===== config.mk =====
export PLATFORM = sky130hd
export DESIGN_NAME = weighted_random_select
export DESIGN_NICKNAME = d
export VERILOG_FILES = /design/src/wrs_pkg.sv /design/src/wrs_mod_cell.sv /design/src/wrs_select.sv /design/src/weighted_random_select.sv
export SDC_FILE = /design/constraint.sdc
export NUM_CORES = 1
export LEC_CHECK = 0
export ABC_AREA = 1
export BUFFER_PORTS_ARGS = -buffer_cell sky130_fd_sc_hd__clkbuf_2
export CORE_UTILIZATION = 43
export CTS_CLUSTER_DIAMETER = 60
export DETAILED_ROUTE_END_ITERATION = 8
export GPL_ROUTABILITY_DRIVEN = 0
export SETUP_SLACK_MARGIN = 0.02
export SLEW_MARGIN = 15
export SYNTH_ARGS = -nofsm -noshare
export SYNTH_HDL_FRONTEND = slang
export SYNTH_SLANG_ARGS = --single-unit

===== constraint.sdc =====
create_clock -name clk -period 9.2 [get_ports clk]
set_input_delay 0 -clock clk [delete_from_list [all_inputs] [get_ports clk]]
set_output_delay 0 -clock clk [all_outputs]
set_load 0.005 [all_outputs]

===== src/wrs_pkg.sv =====
// Shared types and constants for the weighted random selector.
package wrs_pkg;

	// Number of weight registers held, whatever the number of live entries
	localparam int NUM_WEIGHTS = 8;
	localparam int WEIGHT_W    = 8;
	localparam int CFG_INDEX_W = $clog2(NUM_WEIGHTS);
	localparam int WORD_W      = 16;
	localparam int ENTRY_W     = 3;
	// Total of all weights at most NUM_WEIGHTS * 255 = 2040
	localparam int REM_W       = $clog2(NUM_WEIGHTS * ((1 << WEIGHT_W) - 1) + 1);
	localparam int ENTRIES_DEF = 8;

	// Reset weight of entry 0; all others reset to zero
	localparam logic [WEIGHT_W-1:0] WEIGHT0_RST = WEIGHT_W'(1);

	typedef logic [NUM_WEIGHTS-1:0][WEIGHT_W-1:0] weight_array_t;

	// Beat handed along the modulo chain
	typedef struct packed {
		logic [WORD_W-1:0] word; // dividend bits still to be shifted in
		logic [REM_W-1:0]  rem;  // partial remainder
	} div_beat_t;

endpackage


===== src/wrs_mod_cell.sv =====
// One restoring step of the modulo chain, with its own valid bit and stall handling.
module wrs_mod_cell (
	input  logic                      clk,
	input  logic                      arst_n,
	input  logic [wrs_pkg::REM_W-1:0] total,
	input  logic                      up_valid,
	output logic                      up_ready,
	input  wrs_pkg::div_beat_t        up_beat,
	output logic                      dn_valid,
	input  logic                      dn_ready,
	output wrs_pkg::div_beat_t        dn_beat
);

	logic                        valid_q;
	wrs_pkg::div_beat_t          beat_q;
	logic [wrs_pkg::REM_W:0]     trial;
	logic [wrs_pkg::REM_W:0]     diff;
	wrs_pkg::div_beat_t          beat_next;

	// Shift in the next dividend bit and subtract the total where it fits
	always_comb begin
		trial = {up_beat.rem, up_beat.word[wrs_pkg::WORD_W-1]};
		diff  = trial - {1'b0, total};
		beat_next.word = {up_beat.word[wrs_pkg::WORD_W-2:0], 1'b0};
		if (trial >= {1'b0, total}) begin
			beat_next.rem = diff[wrs_pkg::REM_W-1:0];
		end else begin
			beat_next.rem = trial[wrs_pkg::REM_W-1:0];
		end
	end

	// Cell loads whenever it is empty or its beat moves on
	assign up_ready = !valid_q || dn_ready;

	always_ff @(posedge clk or negedge arst_n) begin
		if (!arst_n) begin
			valid_q <= 1'b0;
		end else if (up_ready) begin
			valid_q <= up_valid;
		end
	end

	always_ff @(posedge clk) begin
		if (up_ready && up_valid) begin
			beat_q <= beat_next;
		end
	end

	assign dn_valid = valid_q;
	assign dn_beat  = beat_q;

endmodule


===== src/wrs_select.sv =====
// Prefix compare of the draw against the running weight sums, and the output register.
module wrs_select #(
	parameter int ENTRIES = wrs_pkg::ENTRIES_DEF
) (
	input  logic                        clk,
	input  logic                        arst_n,
	input  wrs_pkg::weight_array_t      weights,
	input  logic [wrs_pkg::REM_W-1:0]   total,
	input  logic                        up_valid,
	output logic                        up_ready,
	input  wrs_pkg::div_beat_t          up_beat,
	output logic                        out_valid,
	input  logic                        out_ready,
	output logic [wrs_pkg::ENTRY_W-1:0] chosen_entry,
	output logic                        zero_total
);

	logic                        valid_q;
	logic [wrs_pkg::ENTRY_W-1:0] chosen_q;
	logic                        zero_q;
	logic [wrs_pkg::ENTRY_W-1:0] pick;
	logic [wrs_pkg::REM_W-1:0]   running;
	logic                        found;

	// Lowest entry whose running sum exceeds the draw; entry 0 on a zero total
	always_comb begin
		running = '0;
		found   = 1'b0;
		pick    = '0;
		for (int i = 0; i < ENTRIES; i++) begin
			running = running + wrs_pkg::REM_W'(weights[i]);
			if (!found && (up_beat.rem < running)) begin
				pick  = wrs_pkg::ENTRY_W'(i);
				found = 1'b1;
			end
		end
		if (total == '0) begin
			pick = '0;
		end
	end

	assign up_ready = !valid_q || out_ready;

	always_ff @(posedge clk or negedge arst_n) begin
		if (!arst_n) begin
			valid_q <= 1'b0;
		end else if (up_ready) begin
			valid_q <= up_valid;
		end
	end

	always_ff @(posedge clk) begin
		if (up_ready && up_valid) begin
			chosen_q <= pick;
			zero_q   <= (total == '0);
		end
	end

	assign out_valid    = valid_q;
	assign chosen_entry = chosen_q;
	assign zero_total   = zero_q;

endmodule


===== src/weighted_random_select.sv =====
// Top level of the weighted random selector: weight registers, modulo chain and selection.
//
// Usage: write the eight 8-bit weights through cfg_we / cfg_index / cfg_data while
// the block is idle; only entries 0 .. ENTRIES-1 take part. Each beat on the input
// channel (in_valid / in_ready, random_word) yields one beat on the output channel
// (out_valid / out_ready, chosen_entry, zero_total), in order.
// The random word is reduced modulo the total weight by a row of 16 cells, one
// restoring subtract step per cell and one register per cell; a final stage
// compares the remainder against the running weight sums and registers the result.
// Path: an accepted beat passes the 16 cell registers and then the output register,
// the first of them loaded at the accepting edge.
// Throughput: one beat per cycle; every cell holds its own beat, so a new beat is
// taken whenever the first cell is empty or its beat moves on.
// When the receiver stalls, beats pile up in the chain and in_ready falls only once
// every cell and the output register are full (17 beats); nothing is dropped.
// An all-zero total gives chosen_entry 0 with zero_total set.
// Reset empties the chain and loads weight 1 into entry 0, 0 into the others.
module weighted_random_select #(
	parameter int ENTRIES = wrs_pkg::ENTRIES_DEF
) (
	input  logic                            clk,
	input  logic                            arst_n,
	input  logic                            cfg_we,
	input  logic [wrs_pkg::CFG_INDEX_W-1:0] cfg_index,
	input  logic [wrs_pkg::WEIGHT_W-1:0]    cfg_data,
	input  logic                            in_valid,
	output logic                            in_ready,
	input  logic [wrs_pkg::WORD_W-1:0]      random_word,
	output logic                            out_valid,
	input  logic                            out_ready,
	output logic [wrs_pkg::ENTRY_W-1:0]     chosen_entry,
	output logic                            zero_total
);

	localparam int STEPS = wrs_pkg::WORD_W;

	wrs_pkg::weight_array_t    weight_q;
	logic [wrs_pkg::REM_W-1:0] total;

	logic               c_valid [STEPS+1];
	logic               c_ready [STEPS+1];
	wrs_pkg::div_beat_t c_beat  [STEPS+1];

	// Weight registers
	always_ff @(posedge clk or negedge arst_n) begin
		if (!arst_n) begin
			for (int i = 0; i < wrs_pkg::NUM_WEIGHTS; i++) begin
				weight_q[i] <= (i == 0) ? wrs_pkg::WEIGHT0_RST : '0;
			end
		end else if (cfg_we) begin
			weight_q[cfg_index] <= cfg_data;
		end
	end

	// Total of the live weights; the user must keep it steady while beats are in flight, the block does not enforce it
	always_comb begin
		total = '0;
		for (int i = 0; i < ENTRIES; i++) begin
			total = total + wrs_pkg::REM_W'(weight_q[i]);
		end
	end

	// Input beat enters the chain with a cleared remainder
	assign c_valid[0]     = in_valid;
	assign c_beat[0].word = random_word;
	assign c_beat[0].rem  = '0;
	assign in_ready       = c_ready[0];

	// Modulo chain
	for (genvar k = 0; k < STEPS; k++) begin : g_cell
		wrs_mod_cell u_cell (
			.clk      (clk),
			.arst_n   (arst_n),
			.total    (total),
			.up_valid (c_valid[k]),
			.up_ready (c_ready[k]),
			.up_beat  (c_beat[k]),
			.dn_valid (c_valid[k+1]),
			.dn_ready (c_ready[k+1]),
			.dn_beat  (c_beat[k+1])
		);
	end

	wrs_select #(
		.ENTRIES (ENTRIES)
	) u_select (
		.clk          (clk),
		.arst_n       (arst_n),
		.weights      (weight_q),
		.total        (total),
		.up_valid     (c_valid[STEPS]),
		.up_ready     (c_ready[STEPS]),
		.up_beat      (c_beat[STEPS]),
		.out_valid    (out_valid),
		.out_ready    (out_ready),
		.chosen_entry (chosen_entry),
		.zero_total   (zero_total)
	);

endmodule


# Yosys cells after proc, flatten, opt, wreduce, memory -nomap -nowiden
# Index checks and enable logic that the tools add are counted.
# op_classes
n_addsub	23
magnitude_cmp	26
mux	33
reduce_logical	67
# op_table
operator	n
$ge 12x11->1	15
$mux 11	15
$sub 11x11->11	15
$lt 11x11->1	7
$add 11x8->11	6
$bwmux 64	1
$logic_and 1x1->1	25
$demux 8 s3	1
$logic_not 1->1	24
$mux 3	6
$logic_or 1x1->1	17
$ge 1x11->1	1
$logic_not 11->1	1
$lt 11x8->1	1
$sub 1x11->11	1
$add 8x8->9	1
$mux 1	9
$mux 8	1
$lt 3x4->1 const B	1
$ge 3x1->1 const B	1
# totals
ff_bits	381
in_bits	32
output_inout_bits	6
elab_cells	208

# Longest topological paths before layout
# depth
word_depth	23
depth_mapped	47
depth_no_buf	46

# Cells and area by module
# Synthesis repeated with hierarchy kept, for this count alone.
# unflattened
hier_cells	4300
area_unflattened_um2	37420.9
# modules_own_cells
module	n_inst	cells_per_inst	area_per_inst_um2	seq_area_each_um2
wrs_mod_cell	16	196	1788.0	805.8
wrs_select	1	730	4797.1	145.1
weighted_random_select	1	434	4016.4	1602.8

# Worst setup path before layout
# Ideal clock, no wire load.
# synth_timing
path_kind	reg-to-reg
from	register weight_q[0] (netlist bit)
to	register g_cell[13].u_cell.beat_q, in the netlist g_cell[13].u_cell.dn_beat[1] (data pin)
setup_ns	0.260
t_arrival_ns	8.252
t_required_ns	8.940
setup_slack_ns	0.688
path_stages_with_launch	39
path_buffers	1
synth_period_minus_slack_ns	8.512
path_cell_list	dfstp_2 -> ha_1 -> fa_1 -> xor2_1 -> ha_1 -> nand2_1 -> nand2_1 -> a31o_2 -> xor2_1 -> inv_1 -> ha_1 -> xor2_1 -> ha_1 -> inv_1 -> xor2_1 -> inv_1 -> ha_1 -> nand2_1 -> [3 not listed] -> xor2_1 -> inv_1 -> ha_1 -> inv_1 -> o311ai_0 -> xor2_1 -> inv_1 -> ha_1 -> inv_1 -> xor2_1 -> ha_1 -> a21oi_1 -> o21ai_0 -> a21oi_1 -> o21ai_0 -> a2111o_1 -> clkbuf_1 -> mux2_2
# synth_lines
element	line_no	source
start, declared	weighted_random_select.sv:37	wrs_pkg::weight_array_t weight_q;
start signal, assigned by index	weighted_random_select.sv:48	weight_q[i] <= (i == 0) ? wrs_pkg::WEIGHT0_RST : '0;
start signal, assigned by index	weighted_random_select.sv:51	weight_q[cfg_index] <= cfg_data;
end signal, assigned	wrs_mod_cell.sv:45	beat_q <= beat_next;
end, declared	wrs_mod_cell.sv:15	wrs_pkg::div_beat_t beat_q;

==> results.sh <==
export IMPL_status="finished clean"
export IMPL_crit_arrival_ns=9.05
export IMPL_track_usage=0.202
export IMPL_ant_nets=0
export IMPL_synth_simple_area_share=0.140
export IMPL_layout_commonest_cell="nand2_1"
export IMPL_area_growth_syn_to_layout_pct=15.8
export IMPL_hold_viol=0
export IMPL_syn_area_um2=24900
export IMPL_die_x_um=242
export IMPL_crit_type="flip-flop to flip-flop"
export IMPL_viasPerCell=5.26
export IMPL_portBuffers=37
export IMPL_synthesis_nets=2966
export IMPL_crit_path_end_kind="flip-flop"
export IMPL_cts_buffers=47
export IMPL_synth_warning_count=0
export IMPL_synthAdderAreaFrac=0.166
export IMPL_io_pin_count=38
export IMPL_grt_pass1_wl_mm=94.7
export IMPL_crit_required_ns=9.55
export IMPL_wire_per_inst_um=16.9
export IMPL_fin_crit_ns=8.70
export IMPL_tns_ns=0
export IMPL_synth_compound_area_frac=0.127
export IMPL_cts_tree="yes"
export IMPL_grt_max_degree=52
export IMPL_path_buf_inv=10
export IMPL_synthMuxAreaShare=0.00815
export IMPL_tightest_slew_ns=1.12
export IMPL_final_cell_mix="nand2_1 (382), a21oi_1 (359), edfxtp_1 (300)"
export IMPL_synth_main_ff_cell="edfxtp_1"
export IMPL_num_rows=87
export IMPL_start_util=0.438
export IMPL_ys_ff_latch=381
export IMPL_route_detailed_drc=0
export IMPL_overflow=0
export IMPL_clockBufferDepth=3
export IMPL_critPathLaunchType="flip-flop"
export IMPL_finalClockSkew_ns=0.0265
export IMPL_max_freq_ghz=0.115
export IMPL_num_fill_cells=5074
export IMPL_ys_seq_area_frac=0.444
export IMPL_first_global_vias=18355
export IMPL_slew_viol_final=0
export IMPL_synthArstFlopShare=0.213
export IMPL_synthDistinctLibCells=51
export IMPL_cpMaxStageDelayCell="ha_1"
export IMPL_hold_class="input port to flip-flop"
export IMPL_max_stage_delay_ns=0.43
export IMPL_h_tree_depth=2
export IMPL_antenna_found_initial=1
export IMPL_clkSlewWorstSetupHoldPaths_ns=0.06
export IMPL_wirelength_mm=60.4
export IMPL_num_antenna_cells=0
export IMPL_core_um2=56700
export IMPL_synth_xor_area_frac=0.0613
export IMPL_synthCells=2617
export IMPL_clock_latency_ns=0.61
export IMPL_finalSetupViolations=0
export IMPL_drt_iter0_drc=1011
export IMPL_clkSinkCount=381
export IMPL_critPathTopFamily="adder cells"
export IMPL_place_hpwl_mm=43.7
export IMPL_num_vias=18729
export IMPL_drive_gt1_frac=0.126
export IMPL_die_area_um2=58800
export IMPL_regToRegSetupSlack_ns=0.50
export IMPL_slew_limit_headroom=0.251
export IMPL_period_share=0.946
export IMPL_cp_max_fo=9
export IMPL_avgSynthCellArea_um2=9.50
export IMPL_synth_top_family_by_area="adder cells"
export IMPL_synth_edff_count=300
export IMPL_die_y_um=242
export IMPL_root_buffer="clkbuf_16"
export IMPL_maxCapViolCount=0
export IMPL_dr_pass1_iters=5
export IMPL_final_nets=3118
metal layers:
layer / up-vias / GRT usage / share of wire
li1: 9368 / - / -
met1: 8840 / 0.263 / 0.45
met2: 407 / 0.342 / 0.48
met3: 114 / 0.0292 / 0.045
met4: 0 / 0.0668 / 0.029
met5: - / 0 / 0
cell families (layout without fill, tap and decap cells):
logic type	after synthesis	after routing
and+or+nand+nor	800	800
muxes	18	18
buffers and inverters	349	537
DFF	381	381
xor gates and xnor gates	174	174
adders and majority gates	317	317
AOI/OAI and AO/OA	578	581
final cells by class:
cell class	instances	area (µm²)	share of cell area
Clock buffer	55	1240	0.0429
Inverter	310	1170	0.0405
Tap cell	756	946	0.0328
Sequential cell	381	11000	0.383
Clock inverter	33	418	0.0145
Multi-Input combinational cell	1890	12900	0.449
Timing Repair Buffer	139	1070	0.0372
cell usage after synthesis (all sizes together) (6+ instances only):
| master | count | share of area |
|---|---|---|
| nand2 | 419 | 0.068 |
| a21oi | 372 | 0.076 |
| inv | 310 | 0.047 |
| edfxtp | 300 | 0.36 |
| ha | 295 | 0.15 |
| nor2 | 252 | 0.040 |
| o21ai | 138 | 0.028 |
| xnor2 | 88 | 0.031 |
| xor2 | 86 | 0.030 |
| dfrtp | 80 | 0.081 |
| nand3 | 78 | 0.019 |
| clkbuf | 33 | 0.0050 |
| nand4 | 24 | 0.0060 |
| fa | 22 | 0.018 |
| mux2 | 18 | 0.0082 |
| nor4 | 12 | 0.0030 |
| a2111o | 10 | 0.0045 |
| a221oi | 10 | 0.0035 |
| nor3 | 9 | 0.0020 |
| a21o | 7 | 0.0021 |
| buf | 6 | 0.0015 |
flip-flops by register name, indices dropped and copies added, names as in the netlist:
signal,count
u_select.chosen_entry,3
u_select.zero_total,1
g_cell.u_cell.dn_valid,16
g_cell.u_cell.dn_beat,296
weight_q,64
u_select.out_valid,1
per-stage QoR:
step / util / setup slack, ns / hold WS [ns] / instances / instance area (µm²)
finish: 0.508 / 0.498 / 0.100 / 3564 / 28800
CTS: 0.498 / 0.0321 / 0.0717 / 3539 / 28300
global route: 0.508 / -0.0253 / 0.0763 / 3564 / 28800
detailed placement: 0.462 / 0.00258 / -0.0000661 / 3415 / 26200
global placement: 0.462 / 0.166 / -0.00905 / 3415 / 26200
floorplan: - / 0.688 / -0.296 / 2617 / 24900
worst reg2reg max path: cells and delay by family, from the launching register on:
family / cells / cell delay (ns)
buffers and inverters: 10 / 0.95
adder cells (fa/ha/maj): 9 / 3.05
flip-flops: 1 / 0.39
AO/OA/AOI/OAI: 5 / 0.96
multiplexers: 1 / 0.36
XOR/XNOR: 6 / 1.07
AND/OR/NAND/NOR: 12 / 1.67
what timing repair did:
item                                    4_1_cts  5_1_grt
gates resized for setup                       4       68
buffers inserted                              0       22
hold buffers                                 36        0
endpoints found under the setup margin       10      168
pin swaps                                     0       21
endpoints found under the hold margin       112        0
gates cloned                                  0        3
final timing paths:
| path | startpoint | endpoint | depth (start not counted) |
|---|---|---|---|
| worst max-delay path | weight_q[8]$_DFFE_PN0P_ | g_cell[11].u_cell.dn_beat[1]$_DFFE_PP_ | 43 |
| worst min-delay path | random_word[2] | g_cell[0].u_cell.dn_beat[14]$_DFFE_PP_ | 2 |
| worst max register to register | weight_q[8]$_DFFE_PN0P_ | g_cell[11].u_cell.dn_beat[1]$_DFFE_PP_ | 43 |
| worst min register to register | g_cell[7].u_cell.dn_beat[22]$_DFFE_PP_ | g_cell[8].u_cell.dn_beat[23]$_DFFE_PP_ | 0 |
| max in group asynchronous | arst_n | g_cell[14].u_cell.dn_valid$_DFFE_PN0P_ | 4 |
| min in group asynchronous | arst_n | weight_q[57]$_DFFE_PN0P_ | 4 |
Power is left out: the tool's default activity adds up to more than one toggle a clock period on the data nets, which glitch-free logic cannot reach.
